===== config.mk =====
export PLATFORM = sky130hd
export DESIGN_NAME = wav_pcm8_header_parser
export DESIGN_NICKNAME = d
export VERILOG_FILES = /design/src/wpp_pkg.sv /design/src/wpp_div.sv /design/src/wpp_dpath.sv /design/src/wpp_ctrl.sv /design/src/wav_pcm8_header_parser.sv
export VERILOG_INCLUDE_DIRS = /design/src /design/src/src
export SDC_FILE = /design/constraint.sdc
export NUM_CORES = 1
export LEC_CHECK = 0
export BUFFER_PORTS_ARGS = -buffer_cell sky130_fd_sc_hd__buf_2
export CORE_MARGIN = 2
export CORE_UTILIZATION = 42
export DETAILED_ROUTE_END_ITERATION = 8
export PLACE_DENSITY = 0.6
export SLEW_MARGIN = 20
export SYNTH_ARGS = -nofsm -noshare
export SYNTH_HDL_FRONTEND = slang
export SYNTH_SLANG_ARGS = --single-unit

===== constraint.sdc =====
create_clock -name clock -period 9.1 [get_ports clock]
set_input_delay 0.455 -clock clock [delete_from_list [all_inputs] [get_ports clock]]
set_output_delay 0.455 -clock clock [all_outputs]
set_load 0.05 [all_outputs]

===== src/assert_macros.svh =====
// Assertion shorthands for the WAV header parser.
// Every check samples on the rising edge of clock and is off while reset is high.
`ifndef ASSERT_MACROS_SVH
`define ASSERT_MACROS_SVH

// A condition that holds at every edge.
`define WPP_ASSERT(lbl, expr, msg) \
   lbl: assert property (@(posedge clock) disable iff (reset) (expr)) else $error(msg);

// The antecedent implies the consequent in the same cycle.
`define WPP_ASSERT_IMPL(lbl, ante, cons, msg) \
   lbl: assert property (@(posedge clock) disable iff (reset) (ante) |-> (cons)) \
      else $error(msg);

// The antecedent implies the consequent in the next cycle.
`define WPP_ASSERT_NEXT(lbl, ante, cons, msg) \
   lbl: assert property (@(posedge clock) disable iff (reset) (ante) |=> (cons)) \
      else $error(msg);

`endif


===== src/wpp_pkg.sv =====
`timescale 1ns / 1ps
// ----------------------------------------------------------------------------
// wpp_pkg
// Shared types, codes and header tables for the WAV 8-bit PCM header parser.
// ----------------------------------------------------------------------------
package wpp_pkg;

   // Header geometry
   localparam int HEADER_BYTES = 44;
   localparam int POS_W        = 6;
   localparam logic [POS_W-1:0] POS_FIRST   = 6'd0;
   localparam logic [POS_W-1:0] POS_CHAN_LO = 6'd22;
   localparam logic [POS_W-1:0] POS_CHAN_HI = 6'd23;
   localparam logic [POS_W-1:0] POS_RATE_LO = 6'd24;
   localparam logic [POS_W-1:0] POS_RATE_HI = 6'd27;
   localparam logic [POS_W-1:0] POS_LAST    = 6'(HEADER_BYTES - 1);
   localparam logic [POS_W-1:0] POS_END     = 6'(HEADER_BYTES);

   // Header bytes that must match the expected pattern exactly
   localparam logic [63:0] HDR_CHECK_MASK =
      64'h0000_000F | (64'h3FFF << 8) | (64'h3F << 34);

   // Playback divider: clock in kHz times 1000 over the sample rate
   localparam int CLK_KHZ   = 3500;
   localparam int KHZ_SCALE = 1000;
   localparam int DVD_W     = 22;
   localparam logic [DVD_W-1:0] DIVIDEND = DVD_W'(CLK_KHZ * KHZ_SCALE);
   localparam int DIV_STEPS = DVD_W / 2;
   localparam int DCNT_W    = $clog2(DIV_STEPS + 1);

   typedef enum logic [1:0] {
      PH_HEADER,
      PH_DATA,
      PH_STOP
   } phase_type;

   typedef enum logic [1:0] {
      KIND_SAMPLE,
      KIND_HEADER,
      KIND_ERROR
   } kind_type;

   typedef enum logic [2:0] {
      ERR_NONE,
      ERR_TOO_SHORT,
      ERR_NOT_PCM8,
      ERR_BAD_CHAN,
      ERR_STEREO,
      ERR_BAD_RATE
   } err_type;

   // Commands from the controller to the datapath
   typedef struct packed {
      logic             emit;       // load the result register
      kind_type         kind;
      err_type          code;
      logic             last;
      logic [POS_W-1:0] pos;        // header position of this request
      logic             clear;      // restart: clear parser registers
      logic             chan_wr;    // capture channel count
      logic             rate_wr;    // write one rate byte
      logic             div_start;  // start the divider on the full rate
      logic             rem_load;   // load data byte count at header end
      logic             rem_dec;    // one sample byte spent
   } wpp_cmd_type;

   // Status from the datapath to the controller
   typedef struct packed {
      logic byte_match;
      logic byte_one;
      logic byte_two;
      logic byte_zero;
      logic chan_two;
      logic rate_zero;
      logic size_short;
      logic size_is_header;
      logic rem_zero;
      logic rem_one;
      logic out_busy;
   } wpp_sts_type;

   // Expected value of each checked header byte
   function automatic logic [7:0] hdr_expected(input logic [POS_W-1:0] pos);
      logic [7:0] val;
      case (pos)
         6'd0:    val = 8'h52; // R
         6'd1:    val = 8'h49; // I
         6'd2:    val = 8'h46; // F
         6'd3:    val = 8'h46; // F
         6'd8:    val = 8'h57; // W
         6'd9:    val = 8'h41; // A
         6'd10:   val = 8'h56; // V
         6'd11:   val = 8'h45; // E
         6'd12:   val = 8'h66; // f
         6'd13:   val = 8'h6D; // m
         6'd14:   val = 8'h74; // t
         6'd15:   val = 8'h20; // space
         6'd16:   val = 8'd16; // format chunk size
         6'd20:   val = 8'd1;  // PCM
         6'd34:   val = 8'd8;  // bits per sample
         6'd36:   val = 8'h64; // d
         6'd37:   val = 8'h61; // a
         6'd38:   val = 8'h74; // t
         6'd39:   val = 8'h61; // a
         default: val = 8'h00;
      endcase
      return val;
   endfunction

   function automatic logic hdr_checked(input logic [POS_W-1:0] pos);
      return HDR_CHECK_MASK[pos];
   endfunction

endpackage


===== src/wpp_div.sv =====
`timescale 1ns / 1ps
// ----------------------------------------------------------------------------
// wpp_div
// Restoring divider for the playback divider: constant dividend over the
// sample rate, two quotient bits per cycle, low 8 quotient bits kept.
// ----------------------------------------------------------------------------
module wpp_div (
   input  logic        clock,
   input  logic        reset,
   input  logic        start,
   input  logic [31:0] divisor,
   output logic [7:0]  quotient,
   output logic        busy
);
   import wpp_pkg::*;

   logic [DCNT_W-1:0] cnt_ff, cnt_in;
   logic [DVD_W-1:0]  rem_ff, rem_in;
   logic [DVD_W-1:0]  dvd_ff, dvd_in;
   logic [7:0]        quo_ff, quo_in;
   logic [31:0]       dsr_ff, dsr_in;

   logic [DVD_W:0]    trial1, trial2, diff1, diff2;
   logic [DVD_W-1:0]  rem1;
   logic              ge1, ge2;

   // two dependent compare-subtract steps
   always_comb begin
      trial1 = {rem_ff, dvd_ff[DVD_W-1]};
      ge1    = {{(32-DVD_W-1){1'b0}}, trial1} >= dsr_ff;
      diff1  = trial1 - dsr_ff[DVD_W:0];
      rem1   = ge1 ? diff1[DVD_W-1:0] : trial1[DVD_W-1:0];
      trial2 = {rem1, dvd_ff[DVD_W-2]};
      ge2    = {{(32-DVD_W-1){1'b0}}, trial2} >= dsr_ff;
      diff2  = trial2 - dsr_ff[DVD_W:0];
   end

   // next values
   always_comb begin
      cnt_in = cnt_ff;
      rem_in = rem_ff;
      dvd_in = dvd_ff;
      quo_in = quo_ff;
      dsr_in = dsr_ff;
      if (start) begin
         cnt_in = DCNT_W'(DIV_STEPS);
         rem_in = '0;
         dvd_in = DIVIDEND;
         dsr_in = divisor;
         quo_in = '0;
      end else if (cnt_ff != '0) begin
         cnt_in = cnt_ff - 1'b1;
         rem_in = ge2 ? diff2[DVD_W-1:0] : trial2[DVD_W-1:0];
         dvd_in = {dvd_ff[DVD_W-3:0], 2'b00};
         quo_in = {quo_ff[5:0], ge1, ge2};
      end
   end

   always_ff @(posedge clock) begin
      if (reset) begin
         cnt_ff <= '0;
      end else begin
         cnt_ff <= cnt_in;
      end
   end

   always_ff @(posedge clock) begin
      rem_ff <= rem_in;
      dvd_ff <= dvd_in;
      quo_ff <= quo_in;
      dsr_ff <= dsr_in;
   end

   assign quotient = quo_ff;
   assign busy     = (cnt_ff != '0);

endmodule


===== src/wpp_dpath.sv =====
`timescale 1ns / 1ps
// ----------------------------------------------------------------------------
// wpp_dpath
// Datapath of the header parser: file size register, byte checks, rate
// assembly, divider, data byte counter and the result register.
// ----------------------------------------------------------------------------
module wpp_dpath (
   input  logic                clock,
   input  logic                reset,
   input  logic [7:0]          req_data_byte,
   input  logic                csr_write_enable,
   input  logic [31:0]         csr_write_data,
   input  wpp_pkg::wpp_cmd_type cmd,
   output wpp_pkg::wpp_sts_type sts,
   output logic                rsp_valid,
   input  logic                rsp_stall,
   output logic [1:0]          rsp_kind,
   output logic [7:0]          rsp_sample,
   output logic [2:0]          rsp_error_code,
   output logic [31:0]         rsp_sample_rate,
   output logic [7:0]          rsp_divider,
   output logic                rsp_last
);
   import wpp_pkg::*;
`include "assert_macros.svh"

   logic [31:0] size_ff, size_in;
   logic [31:0] rate_ff, rate_in;
   logic [1:0]  chan_ff, chan_in;
   logic [31:0] rem_ff, rem_in;

   logic        valid_ff, valid_in;
   logic [1:0]  kind_ff;
   logic [7:0]  sample_ff;
   logic [2:0]  code_ff;
   logic [31:0] srate_ff;
   logic [7:0]  div_ff;
   logic        last_ff;

   logic [31:0] rate_full;
   logic [7:0]  div_q;
   logic        div_busy;

   // rate with the top byte taken from the current request
   assign rate_full = {req_data_byte, rate_ff[23:0]};

   wpp_div u_div (
      .clock    (clock),
      .reset    (reset),
      .start    (cmd.div_start),
      .divisor  (rate_full),
      .quotient (div_q),
      .busy     (div_busy)
   );

   // status for the controller
   always_comb begin
      sts.byte_match     = (req_data_byte == hdr_expected(cmd.pos));
      sts.byte_one       = (req_data_byte == 8'd1);
      sts.byte_two       = (req_data_byte == 8'd2);
      sts.byte_zero      = (req_data_byte == 8'd0);
      sts.chan_two       = (chan_ff == 2'd2);
      sts.rate_zero      = (rate_full == 32'd0);
      sts.size_short     = (size_ff < 32'(HEADER_BYTES));
      sts.size_is_header = (size_ff == 32'(HEADER_BYTES));
      sts.rem_zero       = (rem_ff == 32'd0);
      sts.rem_one        = (rem_ff == 32'd1);
      sts.out_busy       = valid_ff && rsp_stall;
   end

   // parser registers
   always_comb begin
      size_in = csr_write_enable ? csr_write_data : size_ff;
      rate_in = rate_ff;
      chan_in = chan_ff;
      rem_in  = rem_ff;
      if (cmd.clear) begin
         rate_in = '0;
         chan_in = '0;
         rem_in  = '0;
      end
      if (cmd.rate_wr) begin
         rate_in[{cmd.pos[1:0], 3'b000} +: 8] = req_data_byte;
      end
      if (cmd.chan_wr) begin
         chan_in = req_data_byte[1:0];
      end
      if (cmd.rem_load) begin
         rem_in = size_ff - 32'(HEADER_BYTES);
      end else if (cmd.rem_dec) begin
         rem_in = rem_ff - 32'd1;
      end
   end

   always_ff @(posedge clock) begin
      if (reset) begin
         size_ff <= '0;
         rate_ff <= '0;
         chan_ff <= '0;
         rem_ff  <= '0;
      end else begin
         size_ff <= size_in;
         rate_ff <= rate_in;
         chan_ff <= chan_in;
         rem_ff  <= rem_in;
      end
   end

   // result register: held while the consumer stalls
   always_comb begin
      valid_in = valid_ff;
      if (cmd.emit) begin
         valid_in = 1'b1;
      end else if (valid_ff && !rsp_stall) begin
         valid_in = 1'b0;
      end
   end

   always_ff @(posedge clock) begin
      if (reset) begin
         valid_ff <= 1'b0;
      end else begin
         valid_ff <= valid_in;
      end
   end

   always_ff @(posedge clock) begin
      if (cmd.emit) begin
         kind_ff   <= cmd.kind;
         code_ff   <= cmd.code;
         last_ff   <= cmd.last;
         sample_ff <= (cmd.kind == KIND_SAMPLE) ? req_data_byte : 8'd0;
         srate_ff  <= (cmd.kind == KIND_ERROR) ? 32'd0 : rate_ff;
         div_ff    <= (cmd.kind == KIND_ERROR) ? 8'd0 : div_q;
      end
   end

   assign rsp_valid       = valid_ff;
   assign rsp_kind        = kind_ff;
   assign rsp_sample      = sample_ff;
   assign rsp_error_code  = code_ff;
   assign rsp_sample_rate = srate_ff;
   assign rsp_divider     = div_ff;
   assign rsp_last        = last_ff;

   // divider has finished by the time the header ends
   `WPP_ASSERT_IMPL(a_div_ready, cmd.emit && (cmd.kind == KIND_HEADER), !div_busy, "divider still busy at header end")
   // a result is never lost: it shows on the port the cycle after loading
   `WPP_ASSERT_NEXT(a_rsp_loaded, cmd.emit, rsp_valid, "result not presented")

endmodule


===== src/wpp_ctrl.sv =====
`timescale 1ns / 1ps
// ----------------------------------------------------------------------------
// wpp_ctrl
// Controller of the header parser: phase state machine, header position,
// error decisions and request flow control.
// ----------------------------------------------------------------------------
module wpp_ctrl (
   input  logic                 clock,
   input  logic                 reset,
   input  logic                 req_valid,
   input  logic                 req_restart,
   output logic                 req_stall,
   input  wpp_pkg::wpp_sts_type sts,
   output wpp_pkg::wpp_cmd_type cmd
);
   import wpp_pkg::*;
`include "assert_macros.svh"

   phase_type         phase_ff, phase_in;
   logic [POS_W-1:0]  pos_ff, pos_in;

   phase_type         eff_phase;
   logic [POS_W-1:0]  eff_pos;
   logic              accept;
   logic              in_header;
   err_type           err;
   logic              hdr_end;

   // a request is taken whenever the result register can take a result
   assign req_stall = sts.out_busy;
   assign accept    = req_valid && !sts.out_busy;

   // restart parses the request as the first header byte
   assign eff_phase = req_restart ? PH_HEADER : phase_ff;
   assign eff_pos   = req_restart ? POS_FIRST : pos_ff;
   assign in_header = (eff_phase == PH_HEADER) && (eff_pos < POS_END);

   // header checks, first failure wins
   always_comb begin
      err = ERR_NONE;
      if (in_header) begin
         if ((eff_pos == POS_FIRST) && sts.size_short) begin
            err = ERR_TOO_SHORT;
         end else if (hdr_checked(eff_pos) && !sts.byte_match) begin
            err = ERR_NOT_PCM8;
         end else if ((eff_pos == POS_CHAN_LO) && !(sts.byte_one || sts.byte_two)) begin
            err = ERR_BAD_CHAN;
         end else if ((eff_pos == POS_CHAN_HI) && !sts.byte_zero) begin
            err = ERR_BAD_CHAN;
         end else if ((eff_pos == POS_CHAN_HI) && sts.chan_two) begin
            err = ERR_STEREO;
         end else if ((eff_pos == POS_RATE_HI) && sts.rate_zero) begin
            err = ERR_BAD_RATE;
         end
      end
   end

   assign hdr_end = in_header && (eff_pos == POS_LAST) && (err == ERR_NONE);

   // next state
   always_comb begin
      phase_in = phase_ff;
      pos_in   = pos_ff;
      if (accept) begin
         pos_in = in_header ? eff_pos + 1'b1 : eff_pos;
         case (eff_phase)
            PH_HEADER: begin
               if (!in_header || (err != ERR_NONE)) begin
                  phase_in = PH_STOP;
               end else if (hdr_end) begin
                  phase_in = sts.size_is_header ? PH_STOP : PH_DATA;
               end else begin
                  phase_in = PH_HEADER;
               end
            end
            PH_DATA: begin
               phase_in = (sts.rem_zero || sts.rem_one) ? PH_STOP : PH_DATA;
            end
            default: begin
               phase_in = PH_STOP;
            end
         endcase
      end
   end

   always_ff @(posedge clock) begin
      if (reset) begin
         phase_ff <= PH_HEADER;
         pos_ff   <= POS_FIRST;
      end else begin
         phase_ff <= phase_in;
         pos_ff   <= pos_in;
      end
   end

   // commands to the datapath
   always_comb begin
      cmd           = '0;
      cmd.pos       = eff_pos;
      cmd.kind      = KIND_SAMPLE;
      cmd.code      = err;
      cmd.clear     = accept && req_restart;
      cmd.chan_wr   = accept && in_header && (eff_pos == POS_CHAN_LO);
      cmd.rate_wr   = accept && in_header && (eff_pos inside {[POS_RATE_LO:POS_RATE_HI]});
      cmd.div_start = accept && in_header && (eff_pos == POS_RATE_HI);
      cmd.rem_load  = accept && hdr_end;
      cmd.rem_dec   = accept && (eff_phase == PH_DATA) && !sts.rem_zero;
      if (err != ERR_NONE) begin
         cmd.emit = accept;
         cmd.kind = KIND_ERROR;
         cmd.last = 1'b1;
      end else if (hdr_end) begin
         cmd.emit = accept;
         cmd.kind = KIND_HEADER;
      end else if ((eff_phase == PH_DATA) && !sts.rem_zero) begin
         cmd.emit = accept;
         cmd.kind = KIND_SAMPLE;
         cmd.last = sts.rem_one;
      end
   end

   // results only ever come from accepted requests
   `WPP_ASSERT_IMPL(a_emit_accepted, cmd.emit, accept, "result without accepted request")
   // an accepted header leaves the header phase
   `WPP_ASSERT_NEXT(a_hdr_leaves, accept && hdr_end, phase_ff != PH_HEADER, "parser stuck in header")

endmodule


===== src/wav_pcm8_header_parser.sv =====
`timescale 1ns / 1ps
// ----------------------------------------------------------------------------
// wav_pcm8_header_parser
// Checks the 44-byte header of an 8-bit mono PCM WAV file and passes the
// sample bytes through with the sample rate and playback divider.
// ----------------------------------------------------------------------------
// Each request is one file byte and a byte may follow in every cycle;
// req_stall is raised only while a result waits in the output register
// and rsp_stall is high. A header result comes out on the last header
// byte, with the sample rate and (3500000 / rate) mod 256. That divider
// is worked out by a two-bit-per-cycle restoring divider that starts on
// the last rate byte, hidden behind the sixteen header bytes that follow.
// The first header fault gives one error result marked last; later bytes
// are dropped until a request with req_restart set, which is itself parsed
// as header byte 0. The user must write file_size via csr_write_enable and
// csr_write_data only while the block is idle; the block does not check it.
// ----------------------------------------------------------------------------
module wav_pcm8_header_parser (
   input  logic        clock,
   input  logic        reset,
   input  logic        req_valid,
   output logic        req_stall,
   input  logic [7:0]  req_data_byte,
   input  logic        req_restart,
   output logic        rsp_valid,
   input  logic        rsp_stall,
   output logic [1:0]  rsp_kind,
   output logic [7:0]  rsp_sample,
   output logic [2:0]  rsp_error_code,
   output logic [31:0] rsp_sample_rate,
   output logic [7:0]  rsp_divider,
   output logic        rsp_last,
   input  logic        csr_write_enable,
   input  logic [31:0] csr_write_data
);
   import wpp_pkg::*;

   wpp_cmd_type cmd;
   wpp_sts_type sts;

   wpp_ctrl u_ctrl (
      .clock       (clock),
      .reset       (reset),
      .req_valid   (req_valid),
      .req_restart (req_restart),
      .req_stall   (req_stall),
      .sts         (sts),
      .cmd         (cmd)
   );

   wpp_dpath u_dpath (
      .clock            (clock),
      .reset            (reset),
      .req_data_byte    (req_data_byte),
      .csr_write_enable (csr_write_enable),
      .csr_write_data   (csr_write_data),
      .cmd              (cmd),
      .sts              (sts),
      .rsp_valid        (rsp_valid),
      .rsp_stall        (rsp_stall),
      .rsp_kind         (rsp_kind),
      .rsp_sample       (rsp_sample),
      .rsp_error_code   (rsp_error_code),
      .rsp_sample_rate  (rsp_sample_rate),
      .rsp_divider      (rsp_divider),
      .rsp_last         (rsp_last)
   );

endmodule

==> flow_metrics.tcl, run 1 <==
set metrics [dict create \
    multi_input_area_sq_um 7120 \
    max_stage_delay_ns 0.51 \
    p_leak_nw 5.69 \
    antenna_cells 0 \
    ff_latch_area_sq_um 5650 \
    power_frac_clock 0.317 \
    seq_power_share 0.373 \
    syn_area_per_cell_sq_um 8.90 \
    worstHoldPathType "in2reg" \
    drt_first_pass_iters 5 \
    grt_overflow_total 0 \
    gp_congestion 0.893 \
    comb_power_share 0.310 \
    ys_seq_elements 239 \
    synth_ff_type "dfxtp_1" \
    rsz0062_at_grt "false" \
    hold_ws_ns 0.142 \
    vias 11188 \
    crit_path_top_delay_cell "o2111a_1" \
    cts_tree "done" \
    hold_buffers 0 \
    nets 1668 \
    post_drt_wl_per_cell_um 17.7 \
    totalWireLength_um 35200 \
    final.setup_skew_ns 0.0161 \
    fillerInstances 2970 \
    status "completed" \
    required_ns 9.53 \
    hold_viol_final 0 \
    htreeDepth 1 \
    cap_violations 0 \
    switchingPower_mw 1.17 \
    ys_seq_area_frac 0.426 \
    synth_fp_nets 1594 \
    power_density_nw_per_um2 227 \
    path_max_fanout 24 \
    num_io_pins 102 \
    die_h_um 182 \
    p_sw_frac 0.344 \
    cts_made_buffers 28 \
    slew_headroom 0.384 \
    setup_viol 0 \
    drt-vias-per-instance 5.64 \
    num_rows 65 \
    clk_root_buffer_cell "clkbuf_16" \
    gr-usage-all-layers 0.211 \
    yosysTopAreaCell "dfxtp_1" \
    worstMarginPinSlew_ns 0.925 \
    critPathLaunch "u_dpath.u_div.dvd_ff[21]$_SDFFE_PP1P_" \
    finalInstanceArea_sq_um 15000 \
    cp_common_cell "a21oi_1" \
    final_common_cell "nor2_1" \
    design.die.area_sq_um 33000 \
    cts_sinks 239 \
    antenna_found_initial 1 \
    p_int_mw 2.23 \
    netlist_instances 1488 \
    mappedNetlistArea_sq_um 13200 \
    rrSetupSlack_ns 3.35 \
    post_cts_resized 0 \
    area_growth_pct 13.0 \
    grt_pass1_wl_um 56700 \
    drc 0 \
    clock_path_buffers 3 \
    worstSetupStartpointType "register" \
    peakVddDrop_mv 0.132 \
    clkTransAtPathRegs_ns 0.06 \
    drive_above_1_share 0.125 \
    die_w_um 182 \
    core_area_sq_um 31300 \
    ys_types 83 \
    path_cells "inv_1, ha_1, inv_1, fa_1, nand3_1, nand2_1, a221o_1, a21oi_1, a21oi_1, o2111a_1, buf_4, mux2_2, ha_1, a21oi_1, o21bai_1, a21oi_1, o22a_1, nor2_1, nor2_1, buf_4, o21ai_0, a21oi_1, nor2_1" \
    drt_iter0_markers 747 \
    cp.arrival_ns 6.18 \
    period_needed_ns 5.75 \
    synth_top_area_frac 0.231 \
    clkLatencyLatePin_ns 0.55 \
    grt_pass1_vias 10693 \
    drv_slew 0 \
    grt_max_degree 68 \
    critPathKind "reg2reg" \
    max_freq_ghz 0.174 \
    dpl_cell_area_sq_um 14100 \
    final_core_util 0.478 \
    synth_edf_count 86 \
    initial_utilization 0.423 \
    tns_ns 0 \
    dp_hpwl_um 24500 \
    r2r-start "u_dpath.u_div.dvd_ff[21]$_SDFFE_PP1P_" \
    ys_warn_count 0 \
    end_kind "register" \
    ys_async_sr_fraction 0 \
    final.period_utilization 0.631 \
    post-cts-setup-buffers 0 \
    ant_nets 0 \
    place.port_buffers 101 \
    hold_start "csr_write_data[7]" \
    final_cell_mix "nor2_1, dfxtp_1, a21oi_1" \
    ys_top_cells_by_area "dfxtp_1, edfxtp_1, a21oi_1, ha_1, nor2_1" \
]
[stage by stage]
| step | worst slack, ns | power [mW] | std cells |
|---|---|---|---|
| 3_5_place_dp | 3.41 | 2.33 | 1934 |
| 5_1_grt | 2.88 | 3.61 | 1985 |
| 4_1_cts | 3.39 | 3.42 | 1985 |
| 6_report | 3.35 | 3.40 | 1985 |
| 2_1_floorplan | 3.53 | 2.08 | 1488 |
| 3_3_place_gp | 3.59 | 2.33 | 1934 |
[power by group through the flow]
stage          logic, mW  registers, mW  clock network, mW
6_report            1.05           1.27               1.08
5_1_grt             1.18           1.28               1.15
4_1_cts             1.05           1.27               1.10
3_5_place_dp        1.04           1.29                  0
3_3_place_gp        1.04           1.29                  0
2_1_floorplan      0.762           1.32                  0
[final cells by class]
type                    count  share of cell area
clock buffers              35              0.0486
clock inverters            16              0.0101
inverters                  55              0.0138
multi-input cells        1123               0.476
flip-flops and latches    239               0.377
well taps                 402              0.0336
repair buffers            115              0.0410
[cells in the mapped netlist, drive strengths merged (11+ instances only)]
cell	instances
nor2	173
dfxtp	153
a21oi	145
nand2	114
o21ai	89
edfxtp	86
ha	58
inv	54
nor2b	53
nor3	47
clkbuf	42
nand3	40
xor2	39
mux2i	37
xnor2	32
buf	29
a22oi	27
nor4	26
a31oi	18
mux2	18
nand4	17
a21o	16
and2	16
nand2b	14
a211oi	13
o211ai	11
[layer usage]
metal,up-vias,wire length [um],track usage
met5,-,17,0
met4,2,1230,0.0777
li1,5545,-,-
met1,5315,16000,0.283
met2,245,16300,0.345
met3,81,1710,0.0347
[kinds of logic (layout without fill, tap and decap cells)]
| logic type | Yosys count | in the layout | synth area share |
|---|---|---|---|
| adders and majority gates | 60 | 60 | 0.0578 |
| xor gates and xnor gates | 71 | 71 | 0.0470 |
| AOI/OAI and AO/OA | 386 | 386 | 0.179 |
| buffers and inverters | 126 | 221 | 0.0384 |
| and+or+nand+nor | 551 | 551 | 0.208 |
| DFF | 239 | 239 | 0.426 |
| muxes | 55 | 55 | 0.0433 |
[worst max-delay path: cells and delay by family, from the launching register on]
| kind | cells | cell delay, ns |
|---|---|---|
| flip-flops | 1 | 0.29 |
| multiplexers | 1 | 0.32 |
| AND/OR/NAND/NOR | 5 | 0.77 |
| buffers and inverters | 4 | 0.85 |
| AO/OA/AOI/OAI | 10 | 2.41 |
| adder cells (fa/ha/maj) | 3 | 0.98 |
[final timing paths]
check / end / cells after the start
min: u_dpath.size_ff[7]$_SDFFE_PP0P_ / 3
max: u_dpath.u_div.rem_ff[10]$_SDFFE_PP0P_ / 23
max reg2reg: u_dpath.u_div.rem_ff[10]$_SDFFE_PP0P_ / 23
min reg2reg: u_dpath.u_div.dvd_ff[6]$_SDFFE_PP1P_ / 2
[registers in the layout (all words and copies together) (netlist names), 2 cells and up]
name,count
u_dpath.size_ff,32
u_dpath.chan_ff,2
u_dpath.rsp_sample_rate,32
u_ctrl.phase_ff,2
u_dpath.rsp_error_code,3
u_dpath.u_div.dsr_ff,32
u_dpath.rsp_kind,2
u_dpath.u_div.dvd_ff,12
u_dpath.rate_ff,32
u_dpath.u_div.cnt_ff,4
u_dpath.rsp_sample,8
u_dpath.u_div.quotient,8
u_ctrl.pos_ff,6
u_dpath.rem_ff,32
u_dpath.u_div.rem_ff,22
u_dpath.rsp_divider,8
No activity file was read; power rests on OpenSTA's default activity.
==> inputs of run 2 (changes only) <==
==> constraint.sdc (replaced) <==
create_clock -name clock -period 5.46 [get_ports clock]
set_input_delay 0.273 -clock clock [delete_from_list [all_inputs] [get_ports clock]]
set_output_delay 0.273 -clock clock [all_outputs]
set_load 0.05 [all_outputs]
==> run 2 against run 1 <==
  * Via count increased by 2.0%
  * Clock power rose by 77%
  * Sequential power is 67% higher
  * Count of clock-buffer cells in the layout rose by 3
  * Final cell count grew 2.0%
  * Final area up 3.3%
  * Hold slack worse by 0.11 ns
  * Sequential share of layout area down 1.2 points
  * Fmax grew 12%
  * Critical path type unchanged
  * Largest power group unchanged
==> flow_metrics.tcl, run 2 (synthesis results as in run 1) <==
set metrics [dict create \
    post_drt_wl_per_cell_um 17.3 \
    dp_hpwl_um 24800 \
    worstSetupStartpointType "register" \
    num_io_pins 102 \
    required_ns 5.91 \
    ant_nets 0 \
    initial_utilization 0.423 \
    die_h_um 182 \
    cap_violations 0 \
    tns_ns 0 \
    final.period_utilization 0.937 \
    grt_max_degree 67 \
    nets 1706 \
    drt_iter0_markers 594 \
    die_w_um 182 \
    drive_above_1_share 0.129 \
    place.port_buffers 101 \
    totalWireLength_um 35000 \
    gr-usage-all-layers 0.208 \
    drt_first_pass_iters 5 \
    clkLatencyLatePin_ns 0.55 \
    rsz0062_at_grt "false" \
    antenna_cells 0 \
    multi_input_area_sq_um 7140 \
    path_max_fanout 18 \
    cp.arrival_ns 5.57 \
    final_cells 2024 \
    cts_made_buffers 28 \
    area_growth_pct 16.8 \
    fillerInstances 2936 \
    drt-vias-per-instance 5.64 \
    design_power_total_mw 5.83 \
    gp_congestion 0.872 \
    grt_use_met1 0.280 \
    gr-usage-met3 0.0263 \
    final_cell_mix "nor2_1, dfxtp_1, a21oi_1" \
    cts_tree "done" \
    p_leak_nw 5.91 \
    power_density_nw_per_um2 377 \
    post-cts-setup-buffers 0 \
    final.setup_skew_ns 0.0145 \
    cts_sinks 239 \
    num_rows 65 \
    drc 0 \
    grt_overflow_total 0 \
    grt_pass1_vias 10972 \
    end_kind "register" \
    critPathKind "reg2reg" \
    period_needed_ns 5.12 \
    worstHoldPathType "in2reg" \
    grt_pass1_wl_um 56300 \
    hold_viol_final 0 \
    worstMarginPinSlew_ns 0.922 \
    htreeDepth 1 \
    setup_viol 0 \
    core_area_sq_um 31300 \
    drv_slew 0 \
    final_common_cell "nor2_1" \
    max_freq_ghz 0.195 \
    clock_path_buffers 3 \
    top_usage_layer "met2" \
    grt_use_met2 0.349 \
    dp.cells 1940 \
    clkTransAtPathRegs_ns 0.06 \
    slew_headroom 0.384 \
    peakVddDrop_mv 0.204 \
    design.die.area_sq_um 33000 \
    antenna_found_initial 0 \
    vias 11415 \
    status "completed" \
    clk_root_buffer_cell "clkbuf_16" \
    ff_latch_area_sq_um 5650 \
]
==> run 2: cell count changes in the layout (fill, tap and decap cells not counted), sizes merged <==
cell	previous run	this run
clkbuf	35	38
dlygate4sd3	0	32
clkinv	13	7
bufinv	2	3
clkinvlp	2	0
inv	54	59
buf	115	121
==> run 2: through the flow <==
step / setup slack, ns / util / instance area [sq um] / hold slack, ns
final: 0.344 / 0.494 / 15500 / 0.0368
after global routing: 0.0575 / 0.494 / 15500 / 0.0169
after CTS: 0.352 / 0.493 / 15400 / 0.0250
after detailed placement: 0.398 / 0.453 / 14200 / 0.440
after global placement: 0.499 / 0.453 / 14200 / 0.431
after floorplan: 0.0752 / - / 13200 / 0.372
==> run 2: path summary, 6_finish.rpt <==
check / from / slack [ns] / end / cells past startpoint
hold / removal: req_data_byte[7] / 0.04 / u_dpath.u_div.dsr_ff[31]$_DFFE_PP_ / 1
hold reg to reg: u_dpath.u_div.dvd_ff[6]$_SDFFE_PP1P_ / 0.45 / u_dpath.u_div.dvd_ff[6]$_SDFFE_PP1P_ / 2
setup / recovery: u_dpath.u_div.dvd_ff[21]$_SDFFE_PP1P_ / 0.34 / u_dpath.u_div.rem_ff[19]$_SDFFE_PP0P_ / 21
setup reg to reg: u_dpath.u_div.dvd_ff[21]$_SDFFE_PP1P_ / 0.34 / u_dpath.u_div.rem_ff[19]$_SDFFE_PP0P_ / 21
==> run 2: metal layers <==
layer | vias up | part of all wire
met2 | 258 | 0.47
met3 | 61 | 0.046
met4 | 0 | 0.025
met1 | 5451 | 0.46
li1 | 5645 | -
met5 | - | 0
==> run 2: cell type report <==
| cell class | instances | share of cell area |
|---|---|---|
| flip-flops and latches | 239 | 0.365 |
| repair buffers | 153 | 0.0657 |
| multi-input cells | 1123 | 0.462 |
| clock inverters | 14 | 0.0112 |
| inverters | 55 | 0.0134 |
| well taps | 402 | 0.0325 |
| clock buffers | 38 | 0.0503 |
==> run 2: timing repair <==
action / CTS / global route
hold buffers: 32 / 0
endpoints found under the hold margin: 32 / 0
gates resized for setup: 0 / 3
setup endpoints to repair: 0 / 1
==> run 2: worst max-delay path, cell delays in order, from the launching register on <==
cell	delay, ns
dfxtp_1	0.30
inv_1	0.09
ha_1	0.18
inv_1	0.06
fa_1	0.39
nand3_1	0.10
nand2_1	0.09
a221o_1	0.31
a21oi_1	0.24
a21oi_1	0.15
o2111a_1	0.34
buf_12	0.18
mux2_1	0.33
ha_1	0.29
a2111o_1	0.42
o21ai_0	0.26
a21oi_1	0.15
o211ai_1	0.23
a21oi_1	0.12
o21ai_0	0.17
or3b_2	0.45
a31oi_1	0.18
==> run 2: where the power goes <==
part           internal [mW]  switching (mW)  total (mW)
clock network           1.15           0.763        1.91
logic                  0.713            1.08        1.80
registers               2.00           0.117        2.12
total                   3.86            1.96        5.83
==> inputs of run 3 (changes only) <==
--- a/config.mk
+++ b/config.mk
@@ -14,4 +14,5 @@
 export SLEW_MARGIN = 20
 export SYNTH_ARGS = -nofsm -noshare
 export SYNTH_HDL_FRONTEND = slang
+export SYNTH_HIERARCHICAL = 1
 export SYNTH_SLANG_ARGS = --single-unit
==> run 3 against run 2 <==
  * Synthesized cell count increased by 1.3%
  * Area after synthesis is 2.6% higher
  * Power decreased by 7.9%
  * Critical path depth shrank 1
  * Fmax down 0.25%
  * Clock skew increased by 0.0048 ns
  * Final cell count increased by 0.94%
  * Sequential power decreased by 2%
  * Largest cell class unchanged
  * Largest power group unchanged
==> flow_metrics.tcl, run 3 <==
set metrics [dict create \
    cp.arrival_ns 5.58 \
    ys_seq_elements 239 \
    grt_max_degree 71 \
    synth_fp_nets 1615 \
    period_needed_ns 5.13 \
    max_freq_ghz 0.195 \
    die_h_um 184 \
    grt_pass1_wl_um 57600 \
    end_kind "register" \
    power_density_nw_per_um2 341 \
    final_core_util 0.497 \
    dpl_cell_area_sq_um 14500 \
    p_leak_nw 6.24 \
    clock_path_buffers 3 \
    area_growth_pct 16.0 \
    ys_warn_count 6 \
    dp_hpwl_um 25200 \
    finalInstanceArea_sq_um 15800 \
    yosysMostFrequentCell "nor2_1" \
    drt_iter0_markers 697 \
    ant_nets 0 \
    drv_slew 0 \
    drive_above_1_share 0.135 \
    fillerInstances 2996 \
    setup_viol 0 \
    final.setup_skew_ns 0.0193 \
    gr-usage-all-layers 0.209 \
    core_area_sq_um 31700 \
    tns_ns 0 \
    htreeDepth 1 \
    antenna_found_initial 0 \
    place.port_buffers 101 \
    synth_commonest_cells "nor2_1, dfxtp_1, nand2_1, a21oi_1, edfxtp_1" \
    design.die.area_sq_um 33800 \
    clk_root_buffer_cell "clkbuf_16" \
    drt-vias-per-instance 5.68 \
    ys_top_cells_by_area "dfxtp_1, edfxtp_1, ha_1, nor2_1, a21oi_1" \
    yosysTopAreaCell "dfxtp_1" \
    post_drt_wl_per_cell_um 17.4 \
    worstSetupStartpointType "register" \
    ys_async_sr_fraction 0 \
    fin_ws_ns 0.331 \
    hold_viol_final 0 \
    ff_latch_area_sq_um 5650 \
    synth_top_area_frac 0.226 \
    netlist_instances 1508 \
    ys_types 94 \
    mappedNetlistArea_sq_um 13600 \
    ys_seq_area_frac 0.416 \
    final.period_utilization 0.939 \
    grt_overflow_total 0 \
    worstMarginPinSlew_ns 0.955 \
    totalWireLength_um 35600 \
    required_ns 5.91 \
    status "completed" \
    num_rows 65 \
    cts_sinks 239 \
    clkLatencyLatePin_ns 0.54 \
    grt_pass1_vias 10966 \
    cap_violations 0 \
    syn_area_per_cell_sq_um 9.01 \
    antenna_cells 0 \
    initial_utilization 0.428 \
    cts_made_buffers 28 \
    final_common_cell "nor2_1" \
    cp_top_family "compound AO/OA/AOI/OAI gates" \
    post-cts-setup-buffers 0 \
    final_cell_mix "nor2_1, dfxtp_1, nand2_1" \
    detailedPlace.worstSlack_ns 0.331 \
    vias 11614 \
    post_cts_resized 0 \
    gp_congestion 0.853 \
    crit_path_top_delay_cell "fa_1" \
    synth_edf_count 86 \
    path_cells "ha_1, inv_1, fa_1, a211oi_2, o21ai_2, a21oi_2, a211oi_2, o31ai_4, buf_4, mux2_1, ha_1, o21a_1, o31a_1, o31ai_2, a21oi_2, o2111ai_2, and2_1, buf_4, o31a_1, a211oi_2" \
    clkTransAtPathRegs_ns 0.06 \
    rsz0062_at_grt "false" \
    drc 0 \
    drt_first_pass_iters 5 \
    critPathKind "reg2reg" \
    cts_tree "done" \
    slew_headroom 0.361 \
    path_max_fanout 14 \
    cp_common_cell "a211oi_2" \
    nets 1726 \
    num_io_pins 102 \
    die_w_um 184 \
    worstPathBufferInverterCount 3 \
    synth_ff_type "dfxtp_1" \
    peakVddDrop_mv 0.244 \
    multi_input_area_sq_um 7400 \
    worstHoldPathType "in2reg" \
    max_stage_delay_ns 0.44 \
]
-- run 3: changes by cell type after synthesis, moves of 10 or more --
cell      delta
nand2_1     +12
nor2b_1     -37
nor4_1      +14
nand3_1     -14
clkbuf_1    +10
buf_2       -11
a211oi_2    +13
o21ai_0     -26
a22oi_1     +10
and2_1      +42
a21oi_1     -48
-- run 3: cell type report --
cell class / count / share of cell area
sequential: 239 / 0.358
timing repair buffer: 156 / 0.0643
inverter: 62 / 0.0148
tap: 402 / 0.0319
clock buffer: 37 / 0.0486
multi-input combinational: 1132 / 0.470
clock inverter: 15 / 0.0121
-- run 3: where the power goes --
| part | internal (mW) | switching [mW] | total [mW] | leakage (nW) |
|---|---|---|---|---|
| logic | 0.545 | 0.827 | 1.37 | 3.64 |
| registers | 1.98 | 0.0907 | 2.07 | 2.14 |
| clock network | 1.18 | 0.748 | 1.92 | 0.457 |
-- run 3: what timing repair did --
item                                    CTS  global route
hold buffers                             32             0
hold endpoints to repair                 32             0
endpoints found under the setup margin    0             2
-- run 3: cell families (layout without fill, tap and decap cells) --
family,Yosys count,in the layout,synth area share
xor+xnor,61,61,0.0393
fa+ha+maj,61,61,0.0573
mux,48,48,0.0364
simple gates,586,586,0.217
compound gates,376,376,0.194
buf+inv,137,270,0.0409
flops,239,239,0.416
-- run 3: final timing paths --
path                                                from                                     end  slack, ns  cells after the start
setup / recovery       u_dpath/u_div/dsr_ff[0]$_DFFE_PP_   u_dpath/u_div/rem_ff[13]$_SDFFE_PP0P_       0.33                     20
hold / removal                          req_data_byte[6]      u_dpath/u_div/dsr_ff[30]$_DFFE_PP_       0.11                      1
setup reg to reg       u_dpath/u_div/dsr_ff[0]$_DFFE_PP_   u_dpath/u_div/rem_ff[13]$_SDFFE_PP0P_       0.33                     20
hold reg to reg   u_dpath/u_div/quotient[6]$_SDFFE_PP0P_  u_dpath/u_div/quotient[6]$_SDFFE_PP0P_       0.45                      2
-- run 3: routing by layer --
metal  GRT usage  vias to the layer above  wire length [um]  share of wire
met1       0.297                     5555             16900           0.47
met3      0.0252                       55              1750          0.049
met2       0.333                      279             16200           0.45
met5           0                        -                 0              0
met4      0.0640                        0               878          0.025
li1            -                     5725                 -              -
-- run 3: stage by stage --
stage,power [mW],std cells,hold slack [ns]
after global routing,5.65,2043,0.0938
after detailed placement,3.45,1959,0.444
after CTS,5.39,2043,0.0913
final,5.37,2043,0.112
after global placement,3.44,1959,0.431
after floorplan,3.14,1508,0.342
